### config.mk
export PLATFORM = sky130hd
export DESIGN_NAME = route_table_metric_lookup_unit
export DESIGN_NICKNAME = d
export VERILOG_FILES = /design/src/design/rtml_pkg.sv /design/src/design/route_table_metric_lookup_unit.sv /design/src/design/rtml_table.sv /design/src/design/rtml_cmp.sv
export VERILOG_INCLUDE_DIRS = /design/src /design/src/design
export SDC_FILE = /design/constraint.sdc
export NUM_CORES = 2
export LEC_CHECK = 0
export ABC_AREA = 1
export ABC_CLOCK_PERIOD_IN_PS = 36600
export BUFFER_PORTS_ARGS = -buffer_cell sky130_fd_sc_hd__buf_2
export CORE_ASPECT_RATIO = 0.75
export CORE_MARGIN = 10
export CORE_UTILIZATION = 50
export DETAILED_ROUTE_END_ITERATION = 6
export PLACE_DENSITY = 0.66
export SLEW_MARGIN = 25
export SYNTH_ARGS = -nofsm -noshare
export SYNTH_HDL_FRONTEND = slang
export SYNTH_HIERARCHICAL = 1
export SYNTH_SLANG_ARGS = --single-unit
export TNS_END_PERCENT = 100
### constraint.sdc
create_clock -name i_clk -period 36.6 [get_ports i_clk]
set_input_delay 10.98 -clock i_clk [delete_from_list [all_inputs] [get_ports i_clk]]
set_output_delay 10.98 -clock i_clk [all_outputs]
set_load 0.03 [all_outputs]
### src/design/assert_macros.svh
// ----------------------------------------------------------------------------
// assert_macros.svh
// shared concurrent assertion macros, sampled on the rising clock edge and
// held off while the synchronous active-low reset is asserted
// ----------------------------------------------------------------------------
`ifndef ASSERT_MACROS_SVH
`define ASSERT_MACROS_SVH

// same-cycle implication
`define ASSERT_IMP(lbl, clk, rst_n, ante, cons) \
    lbl: assert property (@(posedge clk) disable iff (!(rst_n)) (ante) |-> (cons)) \
        else $error("assertion failed");

// next-cycle implication
`define ASSERT_NEXT(lbl, clk, rst_n, ante, cons) \
    lbl: assert property (@(posedge clk) disable iff (!(rst_n)) (ante) |=> (cons)) \
        else $error("assertion failed");

`endif

### src/design/rtml_pkg.sv
// ----------------------------------------------------------------------------
// rtml_pkg
// types and codes shared by the route table lookup unit
// ----------------------------------------------------------------------------
`timescale 1ns / 1ps

package rtml_pkg;

    localparam int unsigned ADDR_W   = 32;
    localparam int unsigned PORT_W   = 4;
    localparam int unsigned METRIC_W = 32;
    localparam int unsigned S_DATA_W = 168;
    localparam int unsigned M_DATA_W = 104;

    typedef enum logic [1:0] {
        MODE_ADD    = 2'd0,
        MODE_DEL    = 2'd1,
        MODE_LOOKUP = 2'd2
    } t_mode;

    typedef enum logic [1:0] {
        ST_OK   = 2'd0,
        ST_FULL = 2'd1,
        ST_NONE = 2'd2
    } t_status;

    typedef struct packed {
        logic [METRIC_W-1:0] metric;
        logic [PORT_W-1:0]   port;
        logic [ADDR_W-1:0]   source;
        logic [ADDR_W-1:0]   gateway;
        logic [ADDR_W-1:0]   mask;
        logic [ADDR_W-1:0]   dest;
    } t_entry;

    typedef struct packed {
        logic match;
        logic exact;
        logic better;
    } t_cmp;

endpackage

### src/design/route_table_metric_lookup_unit.sv
// ----------------------------------------------------------------------------
// route_table_metric_lookup_unit
// bounded route table with add, delete and lowest-metric masked lookup
// ----------------------------------------------------------------------------
// One item is taken at a time. During a lookup the table memory hands one
// entry per cycle to a single compare unit, which keeps the lowest metric
// (oldest wins on a tie), and its result becomes valid in the same cycle in
// which the next item can enter. A delete scans up to the first exact match
// and then moves every later entry down one slot per cycle through the
// table memory's read and write ports. The table needs no clearing pass
// after reset. The next item is accepted while a result still waits in the
// output register.
`timescale 1ns / 1ps
`include "assert_macros.svh"

module route_table_metric_lookup_unit #(
    parameter int unsigned TABLE_DEPTH = 16
) (
    input  logic                            i_clk,
    input  logic                            i_rst_n,
    input  logic                            s_axis_tvalid,
    output logic                            s_axis_tready,
    // dest_addr, net_mask, gateway_addr, source_addr, port, metric, zero pad
    input  logic [rtml_pkg::S_DATA_W-1:0]   s_axis_tdata,
    // mode
    input  logic [1:0]                      s_axis_tuser,
    output logic                            m_axis_tvalid,
    input  logic                            m_axis_tready,
    // hit_gateway, hit_source, hit_port, hit_metric, zero pad
    output logic [rtml_pkg::M_DATA_W-1:0]   m_axis_tdata,
    // status
    output logic [1:0]                      m_axis_tuser
);
    import rtml_pkg::*;

    localparam int unsigned AW = (TABLE_DEPTH > 1) ? $clog2(TABLE_DEPTH) : 1;
    localparam int unsigned CW = $clog2(TABLE_DEPTH + 1);

    typedef enum logic [2:0] {
        S_IDLE,
        S_SCAN,
        S_SHIFT,
        S_FINISH
    } t_state;

    t_state              r_state;
    logic [CW-1:0]       r_count;
    logic [CW-1:0]       r_rd_idx;
    logic                r_pend;
    logic [CW-1:0]       r_pend_pos;
    logic                r_is_lookup;
    logic                r_found;
    logic [ADDR_W-1:0]   r_key_addr;
    logic [ADDR_W-1:0]   r_key_mask;
    t_status             r_res_status;
    logic [ADDR_W-1:0]   r_res_gw;
    logic [ADDR_W-1:0]   r_res_src;
    logic [PORT_W-1:0]   r_res_port;
    logic [METRIC_W-1:0] r_res_metric;
    logic                r_out_valid;
    t_status             r_out_status;
    logic [ADDR_W-1:0]   r_out_gw;
    logic [ADDR_W-1:0]   r_out_src;
    logic [PORT_W-1:0]   r_out_port;
    logic [METRIC_W-1:0] r_out_metric;

    t_entry        in_entry;
    t_entry        rd_data;
    t_entry        wr_data;
    t_cmp          cmp;
    logic          accept;
    logic          not_full;
    logic          add_wr;
    logic          shift_wr;
    logic          issue;
    logic          wr_en;
    logic [AW-1:0] wr_addr;
    logic [CW-1:0] pend_prev;

    assign in_entry.dest    = s_axis_tdata[31:0];
    assign in_entry.mask    = s_axis_tdata[63:32];
    assign in_entry.gateway = s_axis_tdata[95:64];
    assign in_entry.source  = s_axis_tdata[127:96];
    assign in_entry.port    = s_axis_tdata[131:128];
    assign in_entry.metric  = s_axis_tdata[163:132];

    assign s_axis_tready = (r_state == S_IDLE);
    assign accept        = s_axis_tvalid && s_axis_tready;
    assign not_full      = (r_count < CW'(TABLE_DEPTH));
    assign add_wr        = accept && (s_axis_tuser == MODE_ADD) && not_full;
    assign shift_wr      = (r_state == S_SHIFT) && r_pend;
    assign issue         = ((r_state == S_SCAN) || (r_state == S_SHIFT)) && (r_rd_idx < r_count);
    assign pend_prev     = r_pend_pos - 1'b1;

    assign wr_en   = add_wr || shift_wr;
    assign wr_addr = add_wr ? r_count[AW-1:0] : pend_prev[AW-1:0];
    assign wr_data = add_wr ? in_entry : rd_data;

    rtml_table #(
        .DEPTH (TABLE_DEPTH),
        .AW    (AW)
    ) u_table (
        .i_clk     (i_clk),
        .i_wr_en   (wr_en),
        .i_wr_addr (wr_addr),
        .i_wr_data (wr_data),
        .i_rd_en   (issue),
        .i_rd_addr (r_rd_idx[AW-1:0]),
        .o_rd_data (rd_data)
    );

    rtml_cmp u_cmp (
        .i_key_addr    (r_key_addr),
        .i_key_mask    (r_key_mask),
        .i_entry       (rd_data),
        .i_best_metric (r_res_metric),
        .o_res         (cmp)
    );

    always_ff @(posedge i_clk) begin
        if (!i_rst_n) begin
            r_state     <= S_IDLE;
            r_count     <= '0;
            r_rd_idx    <= '0;
            r_pend      <= 1'b0;
            r_found     <= 1'b0;
            r_out_valid <= 1'b0;
        end else begin
            if (r_out_valid && m_axis_tready) begin
                r_out_valid <= 1'b0;
            end

            unique case (r_state)
                S_IDLE: begin
                    r_pend <= 1'b0;
                    if (accept) begin
                        r_key_addr   <= in_entry.dest;
                        r_key_mask   <= in_entry.mask;
                        r_res_status <= ST_OK;
                        r_res_gw     <= '0;
                        r_res_src    <= '0;
                        r_res_port   <= '0;
                        r_res_metric <= '0;
                        r_found      <= 1'b0;
                        r_rd_idx     <= '0;
                        unique case (s_axis_tuser)
                            MODE_ADD: begin
                                if (not_full) begin
                                    r_count <= r_count + 1'b1;
                                end else begin
                                    r_res_status <= ST_FULL;
                                end
                                r_state <= S_FINISH;
                            end
                            MODE_DEL: begin
                                r_is_lookup <= 1'b0;
                                r_state     <= S_SCAN;
                            end
                            MODE_LOOKUP: begin
                                r_is_lookup <= 1'b1;
                                r_state     <= S_SCAN;
                            end
                            default: begin
                                r_state <= S_FINISH;
                            end
                        endcase
                    end
                end
                S_SCAN: begin
                    r_pend     <= issue;
                    r_pend_pos <= r_rd_idx;
                    if (issue) begin
                        r_rd_idx <= r_rd_idx + 1'b1;
                    end
                    if (r_pend && r_is_lookup) begin
                        if (cmp.match && (!r_found || cmp.better)) begin
                            r_found      <= 1'b1;
                            r_res_gw     <= rd_data.gateway;
                            r_res_src    <= rd_data.source;
                            r_res_port   <= rd_data.port;
                            r_res_metric <= rd_data.metric;
                        end
                    end
                    if (r_pend && !r_is_lookup && cmp.exact) begin
                        r_pend   <= 1'b0;
                        r_rd_idx <= r_pend_pos + 1'b1;
                        r_state  <= S_SHIFT;
                    end else if (!issue && !r_pend) begin
                        r_res_status <= (r_is_lookup && r_found) ? ST_OK : ST_NONE;
                        r_state      <= S_FINISH;
                    end
                end
                S_SHIFT: begin
                    r_pend     <= issue;
                    r_pend_pos <= r_rd_idx;
                    if (issue) begin
                        r_rd_idx <= r_rd_idx + 1'b1;
                    end
                    if (!issue && !r_pend) begin
                        r_count      <= r_count - 1'b1;
                        r_res_status <= ST_OK;
                        r_state      <= S_FINISH;
                    end
                end
                S_FINISH: begin
                    r_pend <= 1'b0;
                    if (!r_out_valid || m_axis_tready) begin
                        r_out_valid  <= 1'b1;
                        r_out_status <= r_res_status;
                        r_out_gw     <= r_res_gw;
                        r_out_src    <= r_res_src;
                        r_out_port   <= r_res_port;
                        r_out_metric <= r_res_metric;
                        r_state      <= S_IDLE;
                    end
                end
                default: begin
                    r_state <= S_IDLE;
                end
            endcase
        end
    end

    assign m_axis_tvalid = r_out_valid;
    assign m_axis_tuser  = r_out_status;
    assign m_axis_tdata  = {4'b0, r_out_metric, r_out_port, r_out_src, r_out_gw};

    // table occupancy bound
    `ASSERT_IMP(a_count_max, i_clk, i_rst_n, 1'b1, r_count <= CW'(TABLE_DEPTH))
    // every entry in flight lies inside the table
    `ASSERT_IMP(a_pend_in_range, i_clk, i_rst_n, r_pend, r_pend_pos < r_count)
    // compaction never writes below slot zero
    `ASSERT_IMP(a_shift_pos, i_clk, i_rst_n, shift_wr, r_pend_pos != '0)
    // an add with room grows the table by one
    `ASSERT_NEXT(a_add_grows, i_clk, i_rst_n, add_wr, r_count == CW'($past(r_count) + 1'b1))

endmodule

### src/design/rtml_table.sv
// ----------------------------------------------------------------------------
// rtml_table
// route entry memory, one write port and one registered read port
// ----------------------------------------------------------------------------
`timescale 1ns / 1ps

module rtml_table #(
    parameter int unsigned DEPTH = 16,
    parameter int unsigned AW    = 4
) (
    input  logic             i_clk,
    input  logic             i_wr_en,
    input  logic [AW-1:0]    i_wr_addr,
    input  rtml_pkg::t_entry i_wr_data,
    input  logic             i_rd_en,
    input  logic [AW-1:0]    i_rd_addr,
    output rtml_pkg::t_entry o_rd_data
);
    import rtml_pkg::*;

    t_entry r_mem [DEPTH];
    t_entry r_rd_data;

    always_ff @(posedge i_clk) begin
        if (i_wr_en) begin
            r_mem[i_wr_addr] <= i_wr_data;
        end
        if (i_rd_en) begin
            r_rd_data <= r_mem[i_rd_addr];
        end
    end

    assign o_rd_data = r_rd_data;

endmodule

### src/design/rtml_cmp.sv
// ----------------------------------------------------------------------------
// rtml_cmp
// shared compare unit: masked match, exact match and metric order
// ----------------------------------------------------------------------------
`timescale 1ns / 1ps

module rtml_cmp (
    input  logic [rtml_pkg::ADDR_W-1:0]   i_key_addr,
    input  logic [rtml_pkg::ADDR_W-1:0]   i_key_mask,
    input  rtml_pkg::t_entry              i_entry,
    input  logic [rtml_pkg::METRIC_W-1:0] i_best_metric,
    output rtml_pkg::t_cmp                o_res
);
    import rtml_pkg::*;

    always_comb begin
        o_res.match  = ((i_key_addr & i_entry.mask) == i_entry.dest);
        o_res.exact  = (i_key_addr == i_entry.dest) && (i_key_mask == i_entry.mask);
        o_res.better = (i_entry.metric < i_best_metric);
    end

endmodule

==> implementation parameters <==
Parameter                              Value

GRT
  Pin count of the biggest net entering global routing    254
  GR Util All Layers    23.2%
  Via count of the first global-routing pass    80500
  Total global routing overflow    0
  Global-route wire length before repair    497 mm
  Initial antenna violation count    26

Final layout
  Layout Area Growth over Synthesis    11.2%
  Fin cells    15400
  Summed area of non-filler cells in the final layout    143000 µm²
  Area of the multi-input gates    28300 µm²
  FILL cells    20600
  Nets    12000
  Area occupied by registers    92300 µm²
  Share of final-layout standard cells stronger than drive strength 1    8.28%

Timing
  Final Hold Violating Endpoints    0
  Slew Viols, Final    0
  Final setup vio count    0
  Least-Margin Pin Slew    1.13 ns
  Unrepaired setup endpoints after global routing    no
  Setup_tns    0 ns
  Fin crit share    43.3%
  Relative slew margins    24.8%
  Min Hold Slack    0.412 ns
  Setup clock skew after layout    0.0559 ns
  Fin crit period    15.83 ns
  Fmax    0.0632 GHz

Detailed routing
  Detailed-route wire length    333 mm
  Number of nets with antenna violations after detailed routing    0
  Number of vias after detailed routing    83400
  Initial detailed-routing violation count    9634
  Detailed-routing iteration count for the pre-antenna-repair pass    7
  Via count normalized by instance count    5.42
  Routed length per instance    21.6 µm
  Number of design rule violations left after detail routing    1

Worst setup path
  Largest stage delay, worst path    0.86 ns
  Endpoint class of the critical path    register
  Critical path buffers and inverters    6
  Internal reg-to-reg setup slack    30.39 ns
  Crit path max-delay family    buffers and inverters
  Worst Path Class, Setup    in2reg
  WP data arrival    16.31 ns
  Required time at the worst-slack endpoint    37.07 ns
  Peak fanout along the critical path    66
  Sequence of cells on the critical path    buf_2, inv_1, ha_1, nand3_4, inv_8, nand2_1, o21ai_0, nand2_1, nor2_4, buf_4, buf_4, buf_4
  Most common cell on crit path    sky130_fd_sc_hd__buf_4
  Kind of start point of the critical path    primary input
  CP max stage cell    sky130_fd_sc_hd__buf_4

Synthesis
  Post-synthesis cell area    128000 µm²
  Number of synthesized register bits    3078
  Number of warnings printed during yosys synthesis    6
  Leading register cell type out of synthesis    sky130_fd_sc_hd__edfxtp_1
  Fraction of synthesis flops using an asynchronous set or reset pin    0%
  Count of mapped cells out of synthesis    11500
  Number of enable flip-flop cells after synthesis    3062
  Share of synthesized area occupied by flip-flops and latches    71.9%
  Number of unique standard cell types used by synthesis    36
  Syn_area_per_cell    11.1 µm²

Pwr
  Power density over cell area    52.7 nW/µm²
  Peak supply drop    0.0362 mV
  Leakage    56.8 nW
  Overall power consumption    7.51 mW

CTS
  Hold buffers post-CTS    0
  Worst-path clk slew    0.06 ns
  Cts bufs inserted    307
  Clock latency of the later-clocked register in the worst-skew pair    0.88 ns
  Buffer cell driving the clock tree root    sky130_fd_sc_hd__clkbuf_16
  Number of buffers on the longest clock path    4
  Setup Buffers After CTS    0
  TritonCTS clock tree    yes
  Clk sinks    3078
  H-tree depth    5
  Post_cts resized    0

Die
  I/O pin count    282
  Y dimension of the die    459 µm
  Starting utilization of the core area    50.4%
  Core footprint    254000 µm²
  FP Rows    160
  Die Outline Area    278000 µm²
  Die X    605 µm

Placement
  Cell area after placement    133000 µm²
  Global placement routability congestion    0.789
  Estimated wirelength of the detail-placed design    170 mm
  Cell total after placement    14800
  # port buffers    273

Run status
  Run status    finished with violations
  Violated checks    design-rule violations

Min path
  Worst Hold Class    reg2reg

Run
  # Max-Cap Violations    0
[path summary, 6_finish.rpt]
check	startpoint	cells past startpoint	endpoint
worst max-delay path	s_axis_tuser[0]	12	u_table/r_mem[14][81]
worst min-delay path	r_res_gw[25]	0	r_out_gw[25]
worst max register to register	r_state[0]	14	u_table/r_mem[14][81]
worst min register to register	r_res_gw[25]	0	r_out_gw[25]
[registers in the layout, indices dropped and copies added, names as in the netlist, 32 cells and up]
| register | cells |
|---|---|
| u_table/o_rd_data | 164 |
| r_out_src | 32 |
| r_out_gw | 32 |
| u_table/r_mem | 2624 |
| r_key_mask | 32 |
| r_res_gw | 32 |
| r_res_src | 32 |
| r_out_metric | 32 |
| r_res_metric | 32 |
| r_key_addr | 32 |
[layout by cell type (no fill, tap or decap), types with 3 or more instances in the layout]
cell	Yosys	final
sky130_fd_sc_hd__xnor2_1	54	54
sky130_fd_sc_hd__inv_6	0	9
sky130_fd_sc_hd__xor2_1	30	30
sky130_fd_sc_hd__clkinv_8	0	5
sky130_fd_sc_hd__nor2_4	3	21
sky130_fd_sc_hd__diode_2	0	13
sky130_fd_sc_hd__clkinv_1	0	73
sky130_fd_sc_hd__nand4_1	8	8
sky130_fd_sc_hd__or2_2	36	36
sky130_fd_sc_hd__nand3_1	1891	1891
sky130_fd_sc_hd__buf_12	0	11
sky130_fd_sc_hd__nor3_1	9	8
sky130_fd_sc_hd__bufinv_16	0	29
sky130_fd_sc_hd__o21ai_2	0	16
sky130_fd_sc_hd__nand3b_1	3	3
sky130_fd_sc_hd__inv_8	0	5
sky130_fd_sc_hd__nand2_1	4077	4077
sky130_fd_sc_hd__dfxtp_4	0	4
sky130_fd_sc_hd__clkbuf_16	0	312
sky130_fd_sc_hd__ha_1	43	43
sky130_fd_sc_hd__clkinv_2	0	53
sky130_fd_sc_hd__clkinvlp_4	0	3
sky130_fd_sc_hd__buf_4	57	204
sky130_fd_sc_hd__conb_1	1	5
sky130_fd_sc_hd__a21oi_1	33	33
sky130_fd_sc_hd__edfxtp_1	3062	3062
sky130_fd_sc_hd__dfxtp_1	16	12
sky130_fd_sc_hd__clkbuf_1	120	53
sky130_fd_sc_hd__nor2_1	195	177
sky130_fd_sc_hd__o21ai_1	19	8
sky130_fd_sc_hd__buf_2	361	273
sky130_fd_sc_hd__o21ai_0	107	102
sky130_fd_sc_hd__inv_1	1324	1322
[report_power, final]
group	switching, mW	internal (mW)
registers	0.0162	3.91
logic	0.384	0.140
clock network	1.30	1.77
total	1.70	5.81
[routing by layer]
| layer | share of wire, % | routed length, µm | vias up | global-route usage (%) |
|---|---|---|---|---|
| met5 | 0.012 | 41 | - | 0 |
| met4 | 2.8 | 9380 | 6 | 7.00 |
| met3 | 8.2 | 27400 | 619 | 3.12 |
| met2 | 48 | 160000 | 3791 | 38.8 |
| met1 | 41 | 137000 | 40200 | 32.0 |
| li1 | - | - | 38700 | - |
[kinds of logic (layout without fill, tap and decap cells)]
logic type	count (synthesis)	after routing	share of synthesized area, %
DFF	3078	3078	71.9
AOI/OAI and AO/OA	166	166	0.660
xor gates and xnor gates	84	84	0.573
and+or+nand+nor	6230	6230	20.2
adders and majority gates	44	44	0.435
other	1	18	0.00292
buffers and inverters	1927	2357	6.22
[per-stage QoR]
step                util, %  setup slack (ns)
detailed placement     52.3             19.88
global route           56.1             20.62
floorplan                 -             16.94
CTS                    56.0             20.79
global placement       52.3             19.89
finish                 56.1             20.77
[Yosys cell counts, types with 2 or more instances]
cell type	count	area, µm²
sky130_fd_sc_hd__or2_0	2	12.5
sky130_fd_sc_hd__edfxtp_1	3062	91900
sky130_fd_sc_hd__dfxtp_1	16	320
sky130_fd_sc_hd__buf_4	57	428
sky130_fd_sc_hd__nand4_1	8	50.1
sky130_fd_sc_hd__nor3_1	9	45.0
sky130_fd_sc_hd__o21ai_1	19	95.1
sky130_fd_sc_hd__buf_6	11	124
sky130_fd_sc_hd__nor2_1	195	732
sky130_fd_sc_hd__buf_1	48	180
sky130_fd_sc_hd__nand2_1	4077	15300
sky130_fd_sc_hd__or2_2	36	225
sky130_fd_sc_hd__o211ai_1	2	15.0
sky130_fd_sc_hd__xor2_1	30	263
sky130_fd_sc_hd__nand3b_1	3	22.5
sky130_fd_sc_hd__inv_2	5	18.8
sky130_fd_sc_hd__nand3_1	1891	9460
sky130_fd_sc_hd__nand3_2	2	20.0
sky130_fd_sc_hd__o21ai_0	107	536
sky130_fd_sc_hd__ha_1	43	538
sky130_fd_sc_hd__nor2_4	3	33.8
sky130_fd_sc_hd__clkbuf_1	120	450
sky130_fd_sc_hd__o21a_1	2	15.0
sky130_fd_sc_hd__a21oi_1	33	165
sky130_fd_sc_hd__inv_1	1324	4970
sky130_fd_sc_hd__buf_2	361	1810
sky130_fd_sc_hd__a211oi_1	2	15.0
sky130_fd_sc_hd__xnor2_1	54	473
[cell type report]
cell class | count | share of cell area, %
Multi-Input combinational cell | 6529 | 19.8
Antenna cell | 13 | 0.0228
Tap cell | 3402 | 2.98
Clock buffer | 365 | 5.61
Timing Repair Buffer | 489 | 2.19
Sequential cell | 3078 | 64.7
Clock inverter | 173 | 1.13
Inverter | 1330 | 3.54
Power figures use the tool's default switching activity.
